--- src/ternary_zero_crossing_edge_detector_defines.svh ---
// Assertion macros shared by the edge detector RTL.
`ifndef TERNARY_ZERO_CROSSING_EDGE_DETECTOR_DEFINES_SVH
`define TERNARY_ZERO_CROSSING_EDGE_DETECTOR_DEFINES_SVH

// Same-cycle implication.
`define TZCED_ASSERT_IMP(label, clk, rst, ante, cons, msg) \
  label: assert property (@(posedge clk) disable iff (rst) (ante) |-> (cons)) \
    else $error(msg);

// Next-cycle implication.
`define TZCED_ASSERT_NXT(label, clk, rst, ante, cons, msg) \
  label: assert property (@(posedge clk) disable iff (rst) (ante) |=> (cons)) \
    else $error(msg);

`endif

--- src/tzced_pkg.sv ---
// Shared constants, types and helper functions of the zero-crossing edge detector.
package tzced_pkg;

  localparam int MAX_WIDTH_DEF  = 1024;
  localparam int MAX_HEIGHT_DEF = 1024;

  localparam int PIX_W      = 8;
  localparam int COORD_W    = 10;
  localparam int IN_DATA_W  = 8;
  localparam int OUT_DATA_W = 32;
  localparam int CFG_IDX_W  = 2;
  localparam int CFG_DATA_W = 11;
  localparam int DIM_REG_W  = 11;

  localparam int QUEUE_DEPTH = 4;
  localparam int QUEUE_LVL_W = $clog2(QUEUE_DEPTH + 1);

  // register indexes
  localparam logic [CFG_IDX_W-1:0] REG_LOW_THRESHOLD  = 2'd0;
  localparam logic [CFG_IDX_W-1:0] REG_HIGH_THRESHOLD = 2'd1;
  localparam logic [CFG_IDX_W-1:0] REG_IMAGE_WIDTH    = 2'd2;
  localparam logic [CFG_IDX_W-1:0] REG_IMAGE_HEIGHT   = 2'd3;

  localparam logic [PIX_W-1:0]     LOW_THRESHOLD_RST  = 8'd105;
  localparam logic [PIX_W-1:0]     HIGH_THRESHOLD_RST = 8'd112;
  localparam logic [DIM_REG_W-1:0] IMAGE_WIDTH_RST    = 11'd256;
  localparam logic [DIM_REG_W-1:0] IMAGE_HEIGHT_RST   = 11'd256;

  localparam logic [PIX_W-1:0] EDGE_ON  = 8'd0;
  localparam logic [PIX_W-1:0] EDGE_OFF = 8'd255;

  // ternary class codes (two's complement for -1)
  localparam logic [1:0] CLS_ZERO = 2'b00;
  localparam logic [1:0] CLS_POS  = 2'b01;
  localparam logic [1:0] CLS_NEG  = 2'b11;

  // Results released by one pixel at (r,c):
  //   bit 0: (r-1,c-1)  bit 1: (r-1,c)  bit 2: (r,c-1)  bit 3: (r,c)
  typedef struct packed {
    logic [3:0]         mask;
    logic [3:0]         xing;
    logic [COORD_W-1:0] row_prev;
    logic [COORD_W-1:0] row_cur;
    logic [COORD_W-1:0] col_prev;
    logic [COORD_W-1:0] col_cur;
  } bundle_t;

  function automatic logic [1:0] classify(input logic [PIX_W-1:0] p,
                                          input logic [PIX_W-1:0] lo,
                                          input logic [PIX_W-1:0] hi);
    logic [1:0] k;
    if (p > hi) begin
      k = CLS_POS;
    end else if (p < lo) begin
      k = CLS_NEG;
    end else begin
      k = CLS_ZERO;
    end
    return k;
  endfunction

  // Column vector v = {row r, row r-1, row r-2} -> {top, mid, bot} for a
  // result in row r-1; row -1 mirrors to row 1.
  function automatic logic [5:0] rows_prev(input logic [5:0] v, input logic r_one);
    return {(r_one ? v[5:4] : v[1:0]), v[3:2], v[5:4]};
  endfunction

  // Same for a result in the last row r; row r+1 mirrors to row r-1.
  function automatic logic [5:0] rows_last(input logic [5:0] v);
    return {v[3:2], v[5:4], v[3:2]};
  endfunction

  function automatic logic xing_pair(input logic [1:0] a, input logic [1:0] b);
    return ((a == CLS_POS) && (b == CLS_NEG)) || ((a == CLS_NEG) && (b == CLS_POS));
  endfunction

  // Each argument is one window column {top, mid, bot}.
  function automatic logic xing3(input logic [5:0] l, input logic [5:0] m,
                                 input logic [5:0] r);
    return xing_pair(l[5:4], r[1:0]) | xing_pair(m[5:4], m[1:0]) |
           xing_pair(r[5:4], l[1:0]) | xing_pair(l[3:2], r[3:2]);
  endfunction

endpackage

--- src/tzced_out_queue.sv ---
// Result queue: holds per-pixel result bundles and sends them one result per transfer.
module tzced_out_queue (
  input  logic                                clk,
  input  logic                                rst,
  input  logic                                push,
  input  tzced_pkg::bundle_t                  push_data,
  output logic [tzced_pkg::QUEUE_LVL_W-1:0]   level,
  output logic                                m_tvalid,
  input  logic                                m_tready,
  output logic [tzced_pkg::OUT_DATA_W-1:0]    m_tdata,  // edge_pixel, out_row, out_col
  output logic                                m_tlast
);

  localparam int DEPTH = tzced_pkg::QUEUE_DEPTH;
  localparam int LVL_W = tzced_pkg::QUEUE_LVL_W;
  localparam int PTR_W = $clog2(DEPTH);
  localparam int PAD_W = tzced_pkg::OUT_DATA_W - tzced_pkg::PIX_W - 2 * tzced_pkg::COORD_W;

  tzced_pkg::bundle_t q [DEPTH];
  tzced_pkg::bundle_t head;

  logic [PTR_W-1:0] rd_ptr;
  logic [PTR_W-1:0] wr_ptr;
  logic [3:0]       sent;
  logic [3:0]       pending;
  logic [3:0]       pick;
  logic             last;
  logic             xfer;
  logic             pop;
  logic [tzced_pkg::PIX_W-1:0]   edge_pix;
  logic [tzced_pkg::COORD_W-1:0] row;
  logic [tzced_pkg::COORD_W-1:0] col;

  always_comb begin
    head     = q[rd_ptr];
    pending  = head.mask & ~sent;
    pick     = pending & (~pending + 4'd1);  // lowest pending result
    last     = (pending & ~pick) == 4'd0;
    edge_pix = |(pick & head.xing) ? tzced_pkg::EDGE_ON : tzced_pkg::EDGE_OFF;
    row      = |(pick & 4'b0011) ? head.row_prev : head.row_cur;
    col      = |(pick & 4'b0101) ? head.col_prev : head.col_cur;
  end

  assign m_tvalid = level != LVL_W'(0);
  assign m_tdata  = {PAD_W'(0), col, row, edge_pix};
  assign m_tlast  = last;
  assign xfer     = m_tvalid & m_tready;
  assign pop      = xfer & last;

  always_ff @(posedge clk) begin
    if (push) begin
      q[wr_ptr] <= push_data;
    end
  end

  always_ff @(posedge clk) begin
    if (rst) begin
      rd_ptr <= '0;
      wr_ptr <= '0;
      level  <= '0;
      sent   <= '0;
    end else begin
      if (push) begin
        wr_ptr <= (wr_ptr == PTR_W'(DEPTH - 1)) ? PTR_W'(0) : wr_ptr + PTR_W'(1);
      end
      if (pop) begin
        rd_ptr <= (rd_ptr == PTR_W'(DEPTH - 1)) ? PTR_W'(0) : rd_ptr + PTR_W'(1);
      end
      if (xfer) begin
        sent <= last ? 4'd0 : (sent | pick);
      end
      case ({push, pop})
        2'b10:   level <= level + LVL_W'(1);
        2'b01:   level <= level - LVL_W'(1);
        default: level <= level;
      endcase
    end
  end

endmodule

--- config.mk ---
export PLATFORM = sky130hd
export DESIGN_NAME = tzced_out_queue
export DESIGN_NICKNAME = d
export VERILOG_FILES = /design/src/ternary_zero_crossing_edge_detector_defines.svh /design/src/tzced_pkg.sv /design/src/tzced_out_queue.sv
export SDC_FILE = /design/constraint.sdc
export NUM_CORES = 1
export LEC_CHECK = 0
export BUFFER_PORTS_ARGS = -buffer_cell sky130_fd_sc_hd__clkbuf_2
export CAP_MARGIN = 20
export CORE_UTILIZATION = 55
export CTS_BUF_LIST = sky130_fd_sc_hd__clkbuf_16
export CTS_CLUSTER_SIZE = 40
export DETAILED_ROUTE_END_ITERATION = 16
export HOLD_SLACK_MARGIN = 0.05
export PLACE_DENSITY = 0.75
export SETUP_SLACK_MARGIN = 0.3
export SKIP_LAST_GASP = 1
export SYNTH_ARGS = -nofsm -noshare
export SYNTH_HDL_FRONTEND = slang
export SYNTH_SLANG_ARGS = --single-unit
--- constraint.sdc ---
create_clock -name clk -period 9.57 [get_ports clk]
set_clock_uncertainty 0.15 [all_clocks]
set_input_delay 0.957 -clock clk [delete_from_list [all_inputs] [get_ports clk]]
set_output_delay 0.957 -clock clk [all_outputs]
set_load 0.01 [all_outputs]
# Yosys cells after proc, flatten, opt, wreduce, memory -nomap -nowiden
# Memories as Yosys holds them, arrays and structs flattened. A register that Yosys moved wholly into a read port is not among the register bits.
# Cells that the tools add are included.
[word_totals] romBits=0 elab_cells=41 latch_bits=0 ramBits=192 ff_bits=11 in_bits=52 memories=1 out_inout_bits=37
[mem_list] name="q" depth=4 width=48 rd=1 rd_clocked_by_memory_dff=1 wr=1 line="tzced_out_queue.sv:19" rtl="tzced_pkg::bundle_t q [DEPTH];"
[classes] n_bitwise=10 n_shift=0 n_mul=0 n_reduce_logical=6 eq_ne=4 order_cmp=0 n_addsub=5 muxes=11 div_mod_pow=0
[op_table] operator="$mux 10" count=2
[op_table] operator="$and 4x4->4" count=4
[op_table] operator="$not 4->4" count=3
[op_table] operator="$mux 2" count=4
[op_table] operator="$mux 8" count=1
[op_table] operator="$eq 2x2->1 const B" count=3
[op_table] operator="$pmux 3 s2" count=1
[op_table] operator="$add 2x1->2 const B" count=2
[op_table] operator="$add 4x1->4 const B" count=1
[op_table] operator="$logic_not 4->1" count=1
[op_table] operator="$mux 4" count=1
[op_table] operator="$or 4x4->4" count=1
[op_table] operator="$reduce_or 2->1" count=2
[op_table] operator="$reduce_or 4->1" count=1
[op_table] operator="$add 3x1->3 const B" count=1
[op_table] operator="$reduce_bool 3->1" count=1
[op_table] operator="$sub 3x1->3 const B" count=1
[op_table] operator="$and 1x1->1" count=2
[op_table] operator="$eq 2x1->1 const B" count=1
[op_table] operator="$mux 1" count=2
[op_table] operator="$reduce_bool 2->1" count=1

# Depth between registers and ports, before layout
# Gate-level depths: netlist of run 1.
[depth] word_depth=11 ltp_mapped=12 ltp_nobuf=10

# Worst setup path after synthesis of run 1
# Ideal clock, no wire load.
[synth_path] path_type="register to output" from="register with a tool-made name" to="output m_tdata[1] in the netlist's numbering" arrival_ns=2.200 slack_ns=6.263 n_path_buf=4 t_required_ns=8.463 path_stages_with_launch=7 cell_sequence="dfxtp_1 buf_2 buf_2 buf_2 mux4_2 a31oi_1 buf_4"
[synth_lines] item="end: declaration" line="tzced_out_queue.sv:10" rtl="output logic [tzced_pkg::OUT_DATA_W-1:0] m_tdata,"

==> impl_metrics.env, run 1 <==
export IMPL_area_delta_synth_final_pct=14.7
export IMPL_cp_max_fo=58
export IMPL_die_w_um=124
export IMPL_synth_area_um2=8160
export IMPL_crit_family="multiplexers"
export IMPL_grt_pass1_vias=3943
export IMPL_first_pass_iters=6
export IMPL_h_tree_depth=1
export IMPL_fp_dieH_um=124
export IMPL_tns_ps=0
export IMPL_p_leak_nw=3.23
export IMPL_use_met3_pct=3.94
export IMPL_drtAntennaViolNets=0
export IMPL_max_freq_ghz=0.207
export IMPL_final_cell_mix="edfxtp_1 (192), clkbuf_2 (84), mux2i_1 (41), mux4_2 (25), inv_1 (23)"
export IMPL_syn_area_per_cell_um2=20.3
export IMPL_p_per_area_nw_per_um2=224
export IMPL_initial_core_util_pct=56.4
export IMPL_grtUsageMet2_pct=30.1
export IMPL_nFillCells=980
export IMPL_die_area_um2=15300
export IMPL_antenna_found_initial=0
export IMPL_fin_ws_ps=4740
export IMPL_worst_ep_arrival_time_ps=3720
export IMPL_vias=3872
export IMPL_cts_resized_gates=0
export IMPL_final_common_cell="edfxtp_1"
export IMPL_worstSetupPathType="reg -> out"
export IMPL_max_stage_delay_ps=1030
export IMPL_dp_cells=651
export IMPL_status="finished clean"
export IMPL_dpl_instance_area_um2=8690
export IMPL_antenna_cells=0
export IMPL_cp_start_kind="flip-flop"
export IMPL_numCtsBuffers=21
export IMPL_hold_path_depth=2
export IMPL_crit_buf_inv=1
export IMPL_fin_util_pct=64.6
export IMPL_drive_gt1_share_pct=32.5
export IMPL_routed_wl_mm=13.2
export IMPL_clkSinkCount=205
export IMPL_grt_max_degree=59
export IMPL_finalInstanceArea_um2=9360
export IMPL_worst_pin_slew_ps=1020
export IMPL_timing_final_crit_period_ps=4830
export IMPL_rrSetupSlack_ps=5300
export IMPL_wl_per_cell_um=19.2
export IMPL_post_cts_setup_buffers=0
export IMPL_layout_cells_non_filler=688
export IMPL_grt_pass1_wl_mm=20.6
export IMPL_io_pins=89
export IMPL_clock_latency_ps=470
export IMPL_fin_crit_sh_pct=50.5
export IMPL_worstPathCellList="mux4_2 -> a22oi_4 -> mux4_2 -> mux2_2 -> clkbuf_2"
export IMPL_hp_start="rd_ptr[1]"
export IMPL_max_slew_margin_rel_pct=32.2
export IMPL_dp_hpwl_mm=7.52
export IMPL_clkTransAtPathRegs_ps=50
export IMPL_finalNetCount=549
export IMPL_clockBufferDepth=3
export IMPL_top_usage_layer="met2"
export IMPL_grt_total_usage_pct=18.0
export IMPL_worst_path_most_repeated_cell="mux4_2"
export IMPL_hold_violations=0
export IMPL_required_ps=8460
export IMPL_worst_path_max_delay_cell="dfxtp_4"
export IMPL_avgViaCountPerCell=5.63
export IMPL_vdd_drop_max_uv=160
export IMPL_syn_inst=402
export IMPL_cts_tree="yes"
export IMPL_r2r_end="level[2]"
export IMPL_drv_cap=0
export IMPL_drcViolationCount=0
export IMPL_grt_overflow_total=0
export IMPL_coreArea_um2=14500
export IMPL_synth_distinct_cells=39
export IMPL_numPortBuffers=84
export IMPL_slew_violations=0
export IMPL_ys_seq_area_share_pct=73.8
export IMPL_ys_ff_latch=205
export IMPL_cp_end_kind="output port"
export IMPL_cts_root_buffer="clkbuf_16"
export IMPL_yosysWarnings=0
export IMPL_rsz0062_at_grt="no"
export IMPL_hold_class="reg -> reg"
export IMPL_setup_viol_count_final=0
export IMPL_reg2reg_depth=10
export IMPL_drt_iter0_drc=320
export IMPL_dp_slack_ps=5180
export IMPL_fp_row_count=44
export IMPL_grt_use_met1_pct=23.9
export IMPL_cts_hold_buf=0
export IMPL_globalplace_congestion=0.772
how the worst max path moves through the flow:
stage,to,slack (ps),depth (start not counted)
finish,m_tdata[16],4740,5
global route,m_tdata[13],4540,5
CTS,m_tdata[17],4670,5
detailed placement,m_tdata[17],5180,5
global placement,m_tdata[16],5200,5
floorplan,m_tdata[1],6260,6
flip-flops by register name (all words and copies together) (netlist names), named ones only:
register	cells
q	192
level	3
rd_ptr	2
wr_ptr	2
sent	4
synthesized netlist by cell type (all sizes together):
| master | count | area [um^2] |
|---|---|---|
| o2111ai | 1 | 8.76 |
| a41oi | 1 | 8.76 |
| buf | 23 | 164 |
| dfxtp | 13 | 260 |
| o2111a | 1 | 11.3 |
| o211a | 1 | 10.0 |
| mux2 | 10 | 113 |
| nand3 | 3 | 15.0 |
| or3 | 2 | 12.5 |
| and2 | 6 | 40.0 |
| nand2b | 3 | 18.8 |
| nor3 | 5 | 25.0 |
| edfxtp | 192 | 5770 |
| xor2 | 2 | 17.5 |
| conb | 1 | 3.75 |
| a22oi | 1 | 21.3 |
| o21ai | 7 | 46.3 |
| mux2i | 41 | 410 |
| fa | 1 | 20.0 |
| mux4 | 38 | 905 |
| nand2 | 3 | 13.8 |
| o211ai | 2 | 20.0 |
| inv | 18 | 67.6 |
| ha | 6 | 75.1 |
| nor2 | 6 | 22.5 |
| a21oi | 6 | 37.5 |
| nor2b | 1 | 6.26 |
| a31oi | 4 | 25.0 |
| clkbuf | 4 | 16.3 |
cell families (layout without fill, tap and decap cells):
logic type / Yosys count / in the layout / share of synthesized area, %
buf+inv: 45 / 144 / 3.04
flops: 205 / 205 / 73.8
xor+xnor: 2 / 2 / 0.215
mux: 89 / 89 / 17.5
fa+ha+maj: 7 / 7 / 1.17
simple gates: 29 / 29 / 1.89
compound gates: 24 / 24 / 2.32
other cells: 1 / 4 / 0.0460
per-stage QoR:
| stage | hold WS [ps] | total power [mW] |
|---|---|---|
| detailed placement | 342 | 1.34 |
| floorplan | 322 | 1.26 |
| global route | 378 | 2.19 |
| CTS | 353 | 2.12 |
| global placement | 328 | 1.33 |
| finish | 353 | 2.10 |
cell type report:
cell class,count,area [um^2],area share [%]
inverters,18,67.6,0.722
repair buffers,89,458,4.89
clock inverters,16,145,1.55
clock buffers,21,526,5.61
well taps,184,230,2.46
multi-input cells,155,1900,20.3
flip-flops and latches,205,6030,64.4
per-layer routing:
layer	vias up	part of all wire [%]
met5	-	0
met4	0	1.7
met3	22	5.0
met2	90	51
met1	1969	43
li1	1791	-
worst register-to-register path, delay by kind of cell (launching register included):
family,cells,cell delay [ps]
AOI/OAI and AO/OA,3,1100
buffers and inverters,1,60
DFF,1,1030
and+or+nand+nor,2,480
xor gates and xnor gates,1,160
adders and majority gates,2,560
muxes,1,680
power by group:
| part | switching [mW] | internal [mW] |
|---|---|---|
| sequential | 0.0316 | 1.02 |
| combinational | 0.137 | 0.125 |
| clock | 0.305 | 0.477 |
Note: power is estimated with default switching activity, not from simulation.
==> run 2, diff against run 1 <==
- ABC_AREA: default -> 1
- CORE_UTILIZATION: 55 -> 53
- PLACE_DENSITY: 0.75 -> 0.76
- clock period: 9.57 -> 4.2 ns (I/O delays scaled with it)
==> run 2 against run 1 <==
Effect of this change: via count is 45% higher; routed wire length grew 36%; non-clock buffer count rose by 53; die area is 4.4% higher; sequential cell count stayed put; final cell count increased by 43%; total power is 140% higher; register-to-register slack worse by 4700 ps; global-route usage up 4.9 points; critical endpoint is now level[2]; highest routed layer unchanged.
==> impl_metrics.env, run 2 <==
export IMPL_status="finished clean"
export IMPL_clock_latency_ps=500
export IMPL_max_stage_delay_ps=370
export IMPL_muxShareOfSynthArea_pct=0
export IMPL_antenna_cells=0
export IMPL_dr_wl_met2_mm=9.01
export IMPL_grt_pass1_vias=5592
export IMPL_synth_top_cell_by_area="edfxtp_1"
export IMPL_synth_xor_area_share_pct=0
export IMPL_comb_power_share_pct=20.0
export IMPL_die_w_um=126
export IMPL_r2r_end="level[2]"
export IMPL_h_tree_depth=1
export IMPL_yosysWarnings=0
export IMPL_drcViolationCount=0
export IMPL_clkSinkCount=205
export IMPL_synth_async_reset_ratio_pct=0
export IMPL_timing_final_crit_period_ps=3570
export IMPL_required_ps=4430
export IMPL_cts_root_buffer="clkbuf_16"
export IMPL_slew_violations=0
export IMPL_top_register="q"
export IMPL_dp_cells=900
export IMPL_syn_inst=661
export IMPL_holdWs_ps=147
export IMPL_p_per_area_nw_per_um2=517
export IMPL_vias=5602
export IMPL_synth_compound_area_share_pct=9.98
export IMPL_tns_ps=0
export IMPL_final_common_cell="edfxtp_1"
export IMPL_clockBufferDepth=3
export IMPL_clkPwrFrac_pct=33.6
export IMPL_setup_viol_count_final=0
export IMPL_max_freq_ghz=0.280
export IMPL_cp_end_kind="flip-flop"
export IMPL_largest_register_ffs=192
export IMPL_ys_seq_area_share_pct=73.4
export IMPL_antenna_found_initial=0
export IMPL_worst_pin_slew_ps=1000
export IMPL_highest_layer="met4"
export IMPL_drive_gt1_share_pct=19.1
export IMPL_cp_start_kind="flip-flop"
export IMPL_rrSetupSlack_ps=630
export IMPL_finalNetCount=843
export IMPL_synth_area_um2=8210
export IMPL_hold_class="in -> reg"
export IMPL_avgViaCountPerCell=5.68
export IMPL_layout_cells_non_filler=987
export IMPL_intPower_mw=3.65
export IMPL_max_slew_margin_rel_pct=33.1
export IMPL_initial_core_util_pct=54.2
export IMPL_synth_top_cells_by_count="edfxtp_1 (192), nor2_1 (134), o21ai_0 (92)"
export IMPL_syn_area_per_cell_um2=12.4
export IMPL_final_cell_mix="edfxtp_1 (192), nor2_1 (134), o21ai_0 (92), clkbuf_2 (84), dlygate4sd3_1 (49)"
export IMPL_numCtsBuffers=21
export IMPL_first_pass_iters=6
export IMPL_fp_dieH_um=126
export IMPL_drtAntennaViolNets=0
export IMPL_routed_wl_mm=18.1
export IMPL_vdd_drop_max_uv=358
export IMPL_worst_path_most_repeated_cell="nand2_2"
export IMPL_fin_crit_sh_pct=85.0
export IMPL_drt_iter0_drc=634
export IMPL_nFillCells=1053
export IMPL_synth_edf_count=192
export IMPL_yosysMostFrequentCell="edfxtp_1"
export IMPL_fp_row_count=45
export IMPL_met1_length_mm=7.28
export IMPL_switching_share_pct=28.4
export IMPL_reg2reg_depth=17
export IMPL_die_area_um2=16000
export IMPL_p_leak_nw=3.70
export IMPL_cts_tree="yes"
export IMPL_synth_area_top_cells="edfxtp_1 (70%), nor2_1 (6.1%), o21ai_0 (5.6%)"
export IMPL_worst_ep_arrival_time_ps=3800
export IMPL_netSwitchingPower_mw=1.45
export IMPL_grt_total_usage_pct=22.9
export IMPL_reg_largest_list="q (192), sent (4), level (3)"
export IMPL_io_pins=89
export IMPL_synth_top_area_share_pct=70.2
export IMPL_crit_buf_inv=4
export IMPL_grt_overflow_total=0
export IMPL_seqPwrFrac_pct=46.4
export IMPL_holdPathEnd="wr_ptr[1]"
export IMPL_cp_max_fo=60
export IMPL_synth_top_family_by_area="simple AND/OR/NAND/NOR gates"
export IMPL_wl_per_cell_um=18.3
export IMPL_coreArea_um2=15100
export IMPL_synth_flop_cell="edfxtp_1"
export IMPL_synth_distinct_cells=29
export IMPL_area_delta_synth_final_pct=20.1
export IMPL_synth_simple_area_share_pct=10.9
export IMPL_worstSetupPathType="reg -> reg"
export IMPL_dr_wl_met3_mm=1.33
export IMPL_rsz0062_at_grt="no"
export IMPL_dp_hpwl_mm=10.3
export IMPL_hold_violations=0
export IMPL_grt_pass1_wl_mm=28.1
export IMPL_numPortBuffers=84
export IMPL_globalplace_congestion=0.786
export IMPL_hold_path_depth=3
export IMPL_synth_adder_area_share_pct=1.16
export IMPL_drv_cap=0
export IMPL_clkTransAtPathRegs_ps=60
export IMPL_hp_start="push"
export IMPL_worst_path_max_delay_cell="buf_4"
export IMPL_crit_family="simple AND/OR/NAND/NOR gates"
export IMPL_worstPathCellList="buf_4 -> buf_8 -> nand2_1 -> nand3_1 -> nand2_2 -> nand2_4 -> nand2_2 -> nand2_2 -> nand3_2 -> inv_1 -> ha_1 -> inv_1 -> fa_1 -> a21oi_1 -> o21ai_0 -> o21ai_0 -> a21oi_1"
export IMPL_grt_max_degree=61
export IMPL_ys_ff_latch=205
run 2: cell types whose count changed after synthesis, sizes merged, moves of 18 or more:
| cell | delta |
|---|---|
| nor2 | +128 |
| inv | +18 |
| nand3 | +18 |
| nand2 | +52 |
| mux4 | -38 |
| o22ai | +32 |
| mux2i | -41 |
| o21ai | +88 |
run 2: kinds of logic (layout without fill, tap and decap cells):
| group | count (synthesis) | in the layout |
|---|---|---|
| compound gates | 150 | 150 |
| fa+ha+maj | 7 | 7 |
| flops | 205 | 205 |
| other cells | 1 | 4 |
| buf+inv | 81 | 216 |
| simple gates | 217 | 217 |
run 2: power groups by stage:
| stage | combinational, mW | clock (mW) | sequential, mW |
|---|---|---|---|
| 3_5_place_dp | 0.965 | 0 | 2.40 |
| 3_3_place_gp | 0.933 | 0 | 2.40 |
| 2_1_floorplan | 0.662 | 0 | 2.40 |
| 4_1_cts | 1.01 | 1.73 | 2.36 |
| 5_1_grt | 1.12 | 1.81 | 2.37 |
| 6_report | 1.02 | 1.71 | 2.36 |
run 2: how the worst max path moves through the flow:
| stage | end | slack, ps | cells past startpoint |
|---|---|---|---|
| 5_1_grt | m_tdata[2] | 360 | 8 |
| 3_5_place_dp | level[2] | 480 | 17 |
| 2_1_floorplan | m_tdata[1] | 1630 | 8 |
| 4_1_cts | m_tdata[18] | 340 | 11 |
| 3_3_place_gp | level[2] | 610 | 17 |
| 6_report | level[2] | 630 | 17 |
run 2: cell type report:
class	count	area, um^2	share of cell area (%)
clock buffers	21	526	5.33
clock inverters	17	115	1.17
inverters	36	138	1.40
multi-input cells	378	1840	18.6
flip-flops and latches	205	6030	61.1
well taps	188	235	2.39
repair buffers	142	986	10.0
run 2: worst register-to-register path, delay by kind of cell, from the launching register on:
family	cells	cell delay (ps)
simple gates	7	1070
fa+ha+maj	2	500
flops	1	350
compound gates	4	490
buf+inv	4	880
run 2: timing repair:
| item | 4_1_cts | 5_1_grt |
|---|---|---|
| resized for setup | 1 | 6 |
| hold buffers | 49 | 0 |
| endpoints found under the hold margin | 194 | 0 |
| setup endpoints to repair | 8 | 19 |
| setup buffers | 0 | 0 |
| pin swaps | 0 | 0 |
run 2: per-stage QoR:
stage / cell area (um^2) / power, mW / utilization (%) / setup slack (ps)
floorplan: 8220 / 3.06 / - / 1630
global placement: 8710 / 3.33 / 57.5 / 614
detailed placement: 8710 / 3.37 / 57.5 / 485
CTS: 9850 / 5.10 / 65.0 / 341
global route: 9860 / 5.30 / 65.1 / 363
finish: 9860 / 5.10 / 65.1 / 631
run 2: metal layers:
layer | track usage (%) | vias to the layer above
met4 | 8.36 | 0
li1 | - | 2594
met5 | 0 | -
met1 | 28.9 | 2719
met3 | 3.54 | 36
met2 | 40.1 | 253
==> run 3, diff against run 2 <==
- CORE_UTILIZATION: 53 -> 55
- PLACE_DENSITY: 0.76 -> 0.75
- clock period: 4.2 -> 3.3 ns (I/O delays scaled with it)
==> run 3 against run 2 <==
Effect of this change: global-route usage rose by 1.7 points; final cell count rose by 0.61%; total power rose by 28%; combinational power rose by 38%; via count rose by 0.25%; utilization rose by 4.1 points; critical endpoint is now m_tdata[18]; hold slack got worse by 83 ps; sequential share of layout area fell by 1.1 points.
==> impl_metrics.env, run 3 (synthesis results as in run 2) <==
export IMPL_status="finished clean"
export IMPL_cts_root_buffer="clkbuf_16"
export IMPL_clockBufferDepth=3
export IMPL_worst_path_max_delay_cell="dfxtp_2"
export IMPL_clock_latency_ps=490
export IMPL_worst_ep_arrival_time_ps=2370
export IMPL_grt_overflow_total=0
export IMPL_grt_max_degree=49
export IMPL_cp_end_kind="output port"
export IMPL_die_w_um=124
export IMPL_fp_dieH_um=124
export IMPL_cp_start_kind="flip-flop"
export IMPL_tns_ps=0
export IMPL_drv_cap=0
export IMPL_grt_pass1_vias=5510
export IMPL_finalInstanceArea_um2=10100
export IMPL_use_met3_pct=4.03
export IMPL_cp_max_fo=20
export IMPL_crit_family="simple AND/OR/NAND/NOR gates"
export IMPL_fin_crit_sh_pct=86.3
export IMPL_grt_total_usage_pct=24.6
export IMPL_max_slew_margin_rel_pct=48.4
export IMPL_worstPathCellList="inv_4 -> nand3_1 -> nand3b_4 -> buf_8 -> nand3_1 -> buf_6 -> nand2_4 -> nand2_1 -> nand2_1 -> clkbuf_2"
export IMPL_vias=5616
export IMPL_globalplace_congestion=0.815
export IMPL_vdd_drop_max_uv=428
export IMPL_finalNetCount=856
export IMPL_p_per_area_nw_per_um2=651
export IMPL_drive_gt1_share_pct=19.5
export IMPL_top_usage_layer="met2"
export IMPL_fp_row_count=44
export IMPL_antenna_found_initial=0
export IMPL_routed_wl_mm=18.3
export IMPL_coreArea_um2=14500
export IMPL_io_pins=89
export IMPL_max_stage_delay_ps=370
export IMPL_h_tree_depth=1
export IMPL_reg_largest_list="q (192), sent (4), level (3)"
export IMPL_drcViolationCount=0
export IMPL_p_leak_nw=3.81
export IMPL_worst_pin_slew_ps=774
export IMPL_setup_viol_count_final=0
export IMPL_clkSinkCount=205
export IMPL_hold_class="in -> reg"
export IMPL_clkTransAtPathRegs_ps=60
export IMPL_drt_iter0_drc=574
export IMPL_die_area_um2=15400
export IMPL_dpl_instance_area_um2=8790
export IMPL_first_pass_iters=5
export IMPL_rsz0062_at_grt="no"
export IMPL_final_cell_mix="edfxtp_1 (192), nor2_1 (134), o21ai_0 (92), clkbuf_2 (84), dlygate4sd3_1 (49)"
export IMPL_required_ps=2820
export IMPL_nFillCells=985
export IMPL_fin_util_pct=69.2
export IMPL_avgViaCountPerCell=5.66
export IMPL_crit_buf_inv=4
export IMPL_largest_register_ffs=192
export IMPL_final_common_cell="edfxtp_1"
export IMPL_worstSetupPathType="reg -> out"
export IMPL_area_delta_synth_final_pct=22.4
export IMPL_top_register="q"
export IMPL_numPortBuffers=84
export IMPL_grt_pass1_wl_mm=28.1
export IMPL_timing_final_crit_period_ps=2850
export IMPL_initial_core_util_pct=56.5
export IMPL_hp_start="push"
export IMPL_wl_per_cell_um=18.4
export IMPL_numCtsBuffers=21
export IMPL_slew_violations=0
export IMPL_dp_hpwl_mm=9.94
export IMPL_hold_violations=0
export IMPL_drtAntennaViolNets=0
export IMPL_grt_use_met1_pct=32.8
export IMPL_grtUsageMet2_pct=40.3
export IMPL_antenna_cells=0
export IMPL_max_freq_ghz=0.351
export IMPL_cts_tree="yes"
run 3: layout make-up:
type / count / area, um^2 / share of cell area [%]
clock buffer: 21 / 526 / 5.23
inverter: 36 / 143 / 1.42
clock inverter: 14 / 86.3 / 0.859
tap: 184 / 230 / 2.29
sequential: 205 / 6030 / 60.0
multi-input combinational: 378 / 1840 / 18.3
timing repair buffer: 155 / 1190 / 11.9
run 3: worst paths after layout:
check | endpoint | slack, ps | depth (start not counted)
hold / removal | wr_ptr[1] | 60 | 3
hold reg to reg | sent[3] | 320 | 2
setup / recovery | m_tdata[18] | 450 | 10
setup reg to reg | level[2] | 650 | 14
run 3: stage by stage:
stage | hold slack, ps | setup slack (ps) | power [mW] | std cells
2_1_floorplan | 252 | 817 | 3.90 | 664
3_3_place_gp | 301 | 572 | 4.28 | 905
3_5_place_dp | 313 | 471 | 4.31 | 905
4_1_cts | 53.7 | 314 | 6.52 | 992
5_1_grt | 75.9 | 317 | 6.82 | 993
6_report | 64.0 | 451 | 6.55 | 993
run 3: power breakdown:
group / total [mW] / internal [mW] / switching (mW)
sequential: 3.01 / 2.97 / 0.0404
clock: 2.13 / 1.22 / 0.906
combinational: 1.41 / 0.525 / 0.883
run 3: timing repair:
| item | in CTS | in global routing |
|---|---|---|
| setup buffers | 0 | 1 |
| gates resized for setup | 8 | 7 |
| hold buffers | 49 | 0 |
| gates cloned | 3 | 0 |
| endpoints found under the hold margin | 194 | 0 |
| endpoints found under the setup margin | 18 | 18 |
| pin swaps | 0 | 1 |
run 3: metal layers:
layer  part of all wire, %  routed length, um
met5                     0                  0
met2                    49               8940
met1                    41               7530
met4                   2.5                466
met3                   7.5               1370
run 3: worst reg2reg max path: stages (launching register included):
cell      delay (ps)
dfxtp_2          370
inv_4            200
nand3_1          190
nand3b_4         160
nand3_2          100
nand2_2          110
nand3_2          130
inv_1             80
ha_1             130
inv_1             60
fa_1             390
a21oi_1          150
o21ai_0          110
o21ai_0          150
a21oi_1           60
